`src/rtl/core/spsf_pkg.sv`:
```
// ----------------------------------------------------------------------------
// Pencil sketch filter package
// Shared constants, types and the queue entry format.
// ----------------------------------------------------------------------------
package spsf_pkg;
	localparam int MaxWidth  = 2048;
	localparam int MaxHeight = 2048;
	localparam int ColW  = $clog2(MaxWidth);
	localparam int DimW  = 12;
	localparam int SlotW = $clog2(MaxWidth + 1);
	localparam int PosW  = $clog2(MaxWidth * MaxHeight + 1);
	localparam int LumaW = 16;
	localparam int ThrMax  = 65280;
	localparam int DarkMax = 256;

	localparam logic [1:0] REG_WIDTH  = 2'd0;
	localparam logic [1:0] REG_HEIGHT = 2'd1;
	localparam logic [1:0] REG_THRESH = 2'd2;
	localparam logic [1:0] REG_DARK   = 2'd3;

	typedef struct packed {
		logic [LumaW-1:0] w0, w1, w2, w3, w5, w6, w7, w8;
		logic [31:0]      pix;
		logic             interior;
		logic             frame_end;
	} job_t;

	typedef struct packed {
		logic [15:0] thresh;
		logic [8:0]  dark;
	} gain_t;
endpackage

```
`src/rtl/core/spsf_queue.sv`:
```
// ----------------------------------------------------------------------------
// Pencil sketch job queue
// Short queue between the front end and the edge pipeline.
// ----------------------------------------------------------------------------
module spsf_queue (
	input  logic           clk,
	input  logic           arst_n,
	input  logic           wr_valid,
	input  spsf_pkg::job_t wr_data,
	output logic           space,
	output logic           rd_valid,
	output spsf_pkg::job_t rd_data,
	input  logic           rd_ready
);
	import spsf_pkg::*;

	job_t       mem_q [0:3];
	logic [1:0] wp_q, rp_q;
	logic [2:0] cnt_q;
	logic       push, pop;

	assign rd_valid = cnt_q != 0;
	assign rd_data = mem_q[rp_q];
	assign pop = rd_valid && rd_ready;
	assign push = wr_valid && (cnt_q < 4 || pop);
	// Two slots kept for the job in flight in the front end.
	assign space = cnt_q < 3'd2;

	always_ff @(posedge clk) begin
		if (push) mem_q[wp_q] <= wr_data;
	end

	always_ff @(posedge clk or negedge arst_n) begin
		if (!arst_n) begin
			wp_q <= '0; rp_q <= '0; cnt_q <= '0;
		end else begin
			if (push) wp_q <= wp_q + 1'b1;
			if (pop) rp_q <= rp_q + 1'b1;
			cnt_q <= cnt_q + 3'(push) - 3'(pop);
		end
	end

	assert property (@(posedge clk) disable iff (!arst_n) cnt_q <= 3'd4)
		else $error("queue overfilled");
	assert property (@(posedge clk) disable iff (!arst_n) cnt_q == 0 |-> !pop)
		else $error("pop from empty queue");
	assert property (@(posedge clk) disable iff (!arst_n) cnt_q == 4 && !pop |-> !wr_valid)
		else $error("job lost at full queue");
endmodule

```
`config.mk`:
```
export PLATFORM = sky130hd
export DESIGN_NAME = spsf_queue
export DESIGN_NICKNAME = d
export VERILOG_FILES = /design/src/rtl/core/spsf_pkg.sv /design/src/rtl/core/spsf_queue.sv
export SDC_FILE = /design/constraint.sdc
export NUM_CORES = 1
export LEC_CHECK = 0
export ABC_AREA = 1
export BUFFER_PORTS_ARGS = -buffer_cell sky130_fd_sc_hd__buf_4
export CORE_ASPECT_RATIO = 1.75
export CORE_MARGIN = 4
export CORE_UTILIZATION = 44
export DETAILED_ROUTE_END_ITERATION = 16
export SLEW_MARGIN = 15
export SYNTH_ARGS = -nofsm -noshare
export SYNTH_HDL_FRONTEND = slang
export SYNTH_SLANG_ARGS = --single-unit
```
`constraint.sdc`:
```
create_clock -name clk -period 18.92 [get_ports clk]
set_clock_uncertainty 0.2 [all_clocks]
set_input_delay 0.946 -clock clk [delete_from_list [all_inputs] [get_ports clk]]
set_output_delay 0.946 -clock clk [all_outputs]
set_load 0.01 [all_outputs]
```
==> run summary, run 1 <==
* **Sw Share** 34.8%
* **Max rail drop VDD** 0.108 mV
* **leading cell types in the layout, fill and taps excluded** 648 x edfxtp_1, 500 x nand2_1, 344 x buf_4, 327 x nor2_1, 226 x o21ai_0
* **core occupancy in the finished layout** 52.7%
* **post-synthesis instance area** 25800 sq um
* **Hold Fails Final Rpt** 0
* **outcome** complete, no violations
* **Iteration-0 DRC Markers** 712
* **Routed wire per std cell** 17.5 microns
* **worst slew margin relative to its limit** 28.0%
* **clock tree from TritonCTS** yes
* **Internal** 3.09 mW
* **Period minus WS final** 5230 ps
* **horizontal die dimension** 191 microns
* **path type of the worst min-delay path** reg2reg
* **post-synthesis sequential element count** 655
* **overall die area** 62600 sq um
* **final non-filler cell area** 30600 sq um
* **core area** 58100 sq um
* **die span in y** 328 microns
* **Syn Area/Cell** 12.2 sq um
* **sort of element at the end of the critical path** output pin
* **CP delay by family, top** buffers and inverters
* **count of H-tree levels built during CTS** 2
* **sequential area share after synthesis** 76.2%
* **Worst Path Arrival** 4080 ps
* **master cell of the clock root buffer** clkbuf_16
* **Net count, final** 2580
* **remaining global-route overflow** 0
* **area added between synthesis and finish** 19.0%
* **placed cell area** 28800 sq um
* **worst-skew pair later-pin latency** 590 ps
* **Clk pwr share** 23.7%
* **CP peak stage delay** 1030 ps
* **post-detailed-placement half-perimeter wirelength** 33200 microns
* **Max stage delay cell, worst path** dfrtp_4
* **count of endpoints failing setup in the final report** 0
* **final slew viol count** 0
* **Startpoint Class** flop
* **number of CTS-inserted buffers** 57
* **final setup TNS** 0 ps
* **number of distinct library cells after synthesis** 18
* **number of sinks handled by clock tree synthesis** 655
* **initial antenna violation count** 6
* **crit path cell chain** buf_4 -> buf_12 -> o21ai_0 -> nand2_1 -> nand2_1 -> buf_4
* **DRT Wirelength** 56500 microns
* **number of global-route vias before repair** 15750
* **slew at the pin closest to its max-slew limit** 1080 ps
* **total of buffers placed on input and output ports** 329
* **count of yosys warnings during synthesis** 0
* **number of standard cells in the final layout excluding fillers** 3228
* **critical path type** reg2out
* **global-route wire length before repair** 85500 microns
* **CP max FO** 237
* **Net Sw Power** 1.65 mW
* **clock buffer depth** 3
* **detailed-router iteration count before antenna repair** 6
* **ratio of final minimum period to clock period** 27.6%
* **part of the power in registers** 40.8%
* **clock-pin slew of the registers on the worst-case setup and hold paths** 60 ps
* **vias** 15764
* **worst setup margin** 13690 ps
* **standard-cell row count** 117
* **Antenna Nets Post-Route** 0
* **setup repair after global routing missed its margin** false
* **area occupied by multi-input gates** 4900 sq um
* **sequential standard cell area** 19600 sq um
* **achievable frequency** 191 MHz
* **maximum number of pins on one net before global-route repair** 238
* **Power Dens Cells** 155 nW/um^2
* **Remaining DRCs** 0
* **number of placed I/O pins** 330
* **Hold Worst Slack** 312 ps
* **number of nets produced by synthesis** 2280
* **vias per inst** 4.88
* **reported leakage power** 12.0 nW
* **Final Total Pwr** 4.74 mW
* **worst setup timing slack at the placement stage** 14410 ps
* **Syn Inst Count** 2106
* **number of violations of the max-capacitance limit** 0
* **share of layout cells above drive strength 1** 17.8%
* **global router's overall resource usage** 17.5%
* **Post-Place Cells** 3119
* **sum of buffers and inverters on the critical path** 3
* **leading cell type in the layout, fill and taps excluded** edfxtp_1
* **Filler Cells Inserted** 4926
* **combinational share of power** 35.5%
* **starting density of the core** 44.3%
* **RD Place Congestion** 0.749
* **critical path required time** 17770 ps
[final cells by class]
| type | count | area share (%) |
|---|---|---|
| diodes | 6 | 0.0490 |
| inverters | 178 | 2.23 |
| clock inverters | 33 | 0.992 |
| clock buffers | 69 | 4.87 |
| multi-input cells | 1167 | 16.0 |
| repair buffers | 347 | 8.59 |
| well taps | 773 | 3.16 |
| flip-flops and latches | 655 | 64.1 |
[synthesized netlist by cell type (all sizes together)]
cell | instances | area (sq um)
nand3 | 2 | 10.0
dfrtp | 7 | 175
xor2 | 1 | 8.76
nor2 | 331 | 1240
clkbuf | 33 | 129
fa | 1 | 20.0
buf | 73 | 449
ha | 7 | 87.6
o21ai | 325 | 1630
inv | 178 | 668
nand2 | 500 | 1880
edfxtp | 648 | 19500
[logic make-up (layout without fill, tap and decap cells)]
family,Yosys count,count (layout),synth area share [%]
AOI/OAI and AO/OA,325,325,6.32
adders and majority gates,8,8,0.418
DFF,655,655,76.2
xor gates and xnor gates,1,1,0.0340
buffers and inverters,284,627,4.84
other,0,6,0
and+or+nand+nor,833,833,12.2
[per-layer routing]
layer  routed length [microns]  track usage (%)  share of wire, %
met2                     28000             30.8                50
met4                      1760             6.80               3.1
met1                     22100             19.7                39
met3                      4520             5.59               8.0
met5                        13                0             0.023
[worst paths after layout]
check / startpoint / end / slack (ps) / depth (start not counted)
max in group asynchronous: arst_n / rp_q[0]$_DFFE_PN0P_ / 17870 / 2
min in group asynchronous: arst_n / rp_q[1]$_DFFE_PN0P_ / 510 / 2
hold reg to reg: cnt_q[0]$_DFF_PN0_ / cnt_q[0]$_DFF_PN0_ / 310 / 1
setup / recovery: rp_q[0]$_DFFE_PN0P_ / rd_data[98] / 13690 / 6
hold / removal: cnt_q[0]$_DFF_PN0_ / cnt_q[0]$_DFF_PN0_ / 310 / 1
setup reg to reg: cnt_q[2]$_DFF_PN0_ / mem_q[1][76]$_DFFE_PP_ / 15430 / 5
[power groups by stage]
stage	combinational (mW)	clock (mW)	sequential [mW]
after CTS	1.73	1.15	1.94
after global routing	1.88	1.21	1.95
after detailed placement	1.72	0	1.97
after floorplan	1.00	0	1.99
after global placement	1.70	0	1.96
final	1.68	1.12	1.94
[registers in the layout, summed over array words and instances, names as in the netlist]
signal / flops
mem_q: 648
wp_q: 2
rp_q: 2
cnt_q: 3
[worst register-to-register path, cell delays in order (launching register included)]
cell and delay [ps]:
dfrtp_1 360, inv_1 110, o21ai_1 310, nor2_4 660
buf_4 550, buf_4 840
[repair_timing]
item	CTS	global route
endpoints found under the setup margin	0	0
hold buffers	1	0
buffers inserted	0	0
resized for setup	0	0
hold endpoints to repair	7	0
Note: power is estimated with default switching activity, not from simulation.
==> inputs of run 2 (changes only) <==
Settings changed: ABC_AREA 1 to 0, PLACE_DENSITY set to 0.66.
Clock period 18.92 ns to 4.35 ns, I/O delays scaled along.
==> run summary, run 2 <==
* **horizontal die dimension** 184 microns, -3.8%
* **clock tree from TritonCTS** yes
* **Hold Path End** mem_q[2][93]$_DFFE_PP_
* **clock-pin slew of the registers on the worst-case setup and hold paths** 70 ps, about the same
* **clock buffer depth** 3, unchanged
* **number of sinks handled by clock tree synthesis** 655, unchanged
* **vias per inst** 5.17, +5.9%
* **postcts setup bufs** 0, unchanged
* **Remaining DRCs** 0, unchanged
* **met3 Track Usage GR** 3.69%, -1.9 points
* **Net count, final** 1597, -38%
* **number of CTS-inserted buffers** 57, unchanged
* **Max rail drop VDD** 0.599 mV, +450%
* **final setup TNS** 0 ps, unchanged
* **Regs by FF count** mem_q: 648 flops, cnt_q: 3 flops
* **crit path cell chain** buf_4 -> mux4_2 -> buf_4
* **launch instance of the worst min-delay path** wr_data[93]
* **CP max FO** 33, -86%
* **slew at the pin closest to its max-slew limit** 950 ps, -130 ps
* **final slew viol count** 0, unchanged
* **leading cell types in the layout, fill and taps excluded** 648 x edfxtp_1, 337 x buf_4, 166 x dlygate4sd3_1, 162 x mux4_2, 58 x clkbuf_16
* **overall die area** 58000 sq um, -7.4%
* **count of yosys warnings during synthesis** 0, unchanged
* **Syn Area/Cell** 27.0 sq um, +120%
* **Syn Inst Count** 882, -58%
* **initial antenna violation count** 4, -2
* **reported leakage power** 10.5 nW, -13%
* **global router's overall resource usage** 17.2%, -0.30 points
* **startpoint of the most critical register-to-register path** cnt_q[2]$_DFF_PN0_
* **number of distinct library cells after synthesis** 18, unchanged
* **Worst Path Arrival** 2720 ps, -1360 ps
* **Period minus WS final** 3140 ps
* **share of layout cells above drive strength 1** 41.0%, +23 points
* **master cell of the clock root buffer** clkbuf_16
* **Max stage delay cell, worst path** dfrtp_4
* **post-synthesis sequential element count** 655, unchanged
* **remaining global-route overflow** 0, unchanged
* **Filler Cells Inserted** 3883, -21%
* **register with the most flip-flops** mem_q
* **number of cells on the worst hold path** 2, +1
* **number of hold buffers added after CTS** 166, +165
* **Resized Gates After CTS** 0, unchanged
* **Largest register FFs** 648, unchanged
* **number of nets produced by synthesis** 1056, -54%
* **Iteration-0 DRC Markers** 537, -25%
* **outcome** complete, no violations
* **achievable frequency** 318 MHz
* **critical path required time** 3930 ps, -13840 ps
* **count of endpoints failing setup in the final report** 0, unchanged
* **count of H-tree levels built during CTS** 2, unchanged
* **setup repair after global routing missed its margin** false
* **global-route wire length before repair** 75300 microns, -12%
* **top_reg_cell synth** edfxtp_1
* **cell types with the largest area share after synthesis** edfxtp_1 82%, mux4_2 15%, dfrtp_1 0.74%
* **Routed wire per std cell** 23.1 microns, +32%
* **total of buffers placed on input and output ports** 329, unchanged
* **Worst path most repeated cell** buf_4
* **CP peak stage delay** 900 ps, -130 ps
* **post-detailed-placement half-perimeter wirelength** 30600 microns, -7.6%
* **Hold Fails Final Rpt** 0, unchanged
* **top cell types by occurrence after synthesis** 648 x edfxtp_1, 162 x mux4_2, 14 x buf_2, 9 x buf_4, 9 x buf_6
* **die span in y** 315 microns, -3.8%
* **number of flops mapped to enable cells by yosys** 648, unchanged
* **Synth async-reset ratio** 1.07%, unchanged
* **sequential area share after synthesis** 82.6%, +6.4 points
* **vias** 11151, -29%
* **critical path type** reg2out
* **ratio of final minimum period to clock period** 72.2%
* **Worst Reg-to-Reg Cells** 4, -1
* **worst-skew pair later-pin latency** 580 ps, about the same
* **GRT met2 Usage** 31.2%, +0.43 points
* **share of Yosys cell area claimed by the top area cell type** 81.9%, +6.3 points
* **core area** 53400 sq um, -8.1%
* **path type of the worst min-delay path** in2reg
* **number of placed I/O pins** 330, unchanged
* **FF-to-FF setup slack** 1840 ps, -13590 ps
* **RD Place Congestion** 0.750, +0.15%
* **worst slew margin relative to its limit** 36.7%, +8.7 points
* **number of violations of the max-capacitance limit** 0, unchanged
* **global-route layer with the greatest usage** met2
* **endpoint of the worst register-to-register path** mem_q[0][15]$_DFFE_PP_
* **cell with the most instances after synthesis** edfxtp_1
* **leading cell type in the layout, fill and taps excluded** edfxtp_1
* **global-route track usage on met1** 19.9%, +0.19 points
* **biggest area consumer among synthesized cells** edfxtp_1
* **standard-cell row count** 112, -4.3%
* **Power Dens Cells** 636 nW/um^2, +310%
* **area occupied by multi-input gates** 3860 sq um, -21%
* **post-synthesis instance area** 23800 sq um, -7.7%
* **number of global-route vias before repair** 12518, -21%
* **Antenna Nets Post-Route** 0, unchanged
* **starting density of the core** 44.5%, +0.21 points
* **Startpoint Class** flop
* **sequential standard cell area** 19600 sq um, about the same
* **Hold Worst Slack** 164 ps, -147 ps
* **DRT Wirelength** 49800 microns, -12%
* **maximum number of pins on one net before global-route repair** 101, -58%
* **area added between synthesis and finish** 29.2%
* **sort of element at the end of the critical path** output pin
* **detailed-router iteration count before antenna repair** 4, -2
==> run 2: changes by cell type in the layout (fill, tap and decap cells not counted), sizes merged, moves of 6 or more <==
| cell | delta |
|---|---|
| mux4 | +162 |
| o21ai | -325 |
| nand2 | -500 |
| buf | +6 |
| nor2 | -331 |
| dlygate4sd3 | +165 |
| inv | -169 |
==> run 2: worst max path at each step <==
stage,startpoint,endpoint,slack [ps],depth (start not counted)
after floorplan,cnt_q[2]$_DFF_PN0_,mem_q[0][0]$_DFFE_PP_,1040,3
after global placement,rp_q[0]$_DFFE_PN0P_,rd_data[34],1750,3
after detailed placement,rp_q[0]$_DFFE_PN0P_,rd_data[34],1740,3
after CTS,rp_q[0]$_DFFE_PN0P_,rd_data[17],1080,3
after global routing,rp_q[0]$_DFFE_PN0P_,rd_data[18],990,3
final,rp_q[0]$_DFFE_PN0P_,rd_data[18],1210,3
==> run 2: cell type report <==
cell class	instances	share of cell area (%)
Timing Repair Buffer	518	14.6
Inverter	8	0.0978
Antenna cell	3	0.0244
Clock buffer	65	4.81
Tap cell	684	2.79
Multi-Input combinational cell	183	12.6
Sequential cell	655	63.9
Clock inverter	41	1.14
==> run 2: worst max-delay path: cells and delay by family, from the launching register on <==
family,cells,cell delay (ps)
buf+inv,2,620
flops,1,900
mux,1,590
==> run 2: where the power goes <==
group | internal (mW) | total [mW] | switching, mW
Clock | 2.74 | 4.93 | 2.19
Sequential | 8.11 | 8.42 | 0.305
Combinational | 3.13 | 6.19 | 3.06
==> run 2: cell families after synthesis <==
kind of cell | Yosys count | synth area share [%]
AOI/OAI and AO/OA | 1 | 0.0316
xor gates and xnor gates | 4 | 0.147
adders and majority gates | 8 | 0.453
buffers and inverters | 44 | 1.19
DFF | 655 | 82.6
muxes | 163 | 15.4
and+or+nand+nor | 7 | 0.179
==> run 2: layer usage <==
| layer | vias up | routed length [microns] | part of all wire [%] |
|---|---|---|---|
| met5 | - | 14 | 0.028 |
| met4 | 2 | 1960 | 3.9 |
| met3 | 100 | 2700 | 5.4 |
| met2 | 325 | 27100 | 54 |
| met1 | 5829 | 18000 | 36 |
| li1 | 4895 | - | - |
==> run 2: through the flow <==
stage	util, %	cells	setup WS [ps]	instance area (sq um)	total power, mW
global route	57.5	2154	989	30700	20.5
finish	57.5	2157	1210	30700	19.5
global placement	51.0	1882	1750	27200	14.7
CTS	57.5	2154	1080	30700	19.9
detailed placement	51.0	1882	1740	27200	14.8
floorplan	-	882	1040	23800	12.0
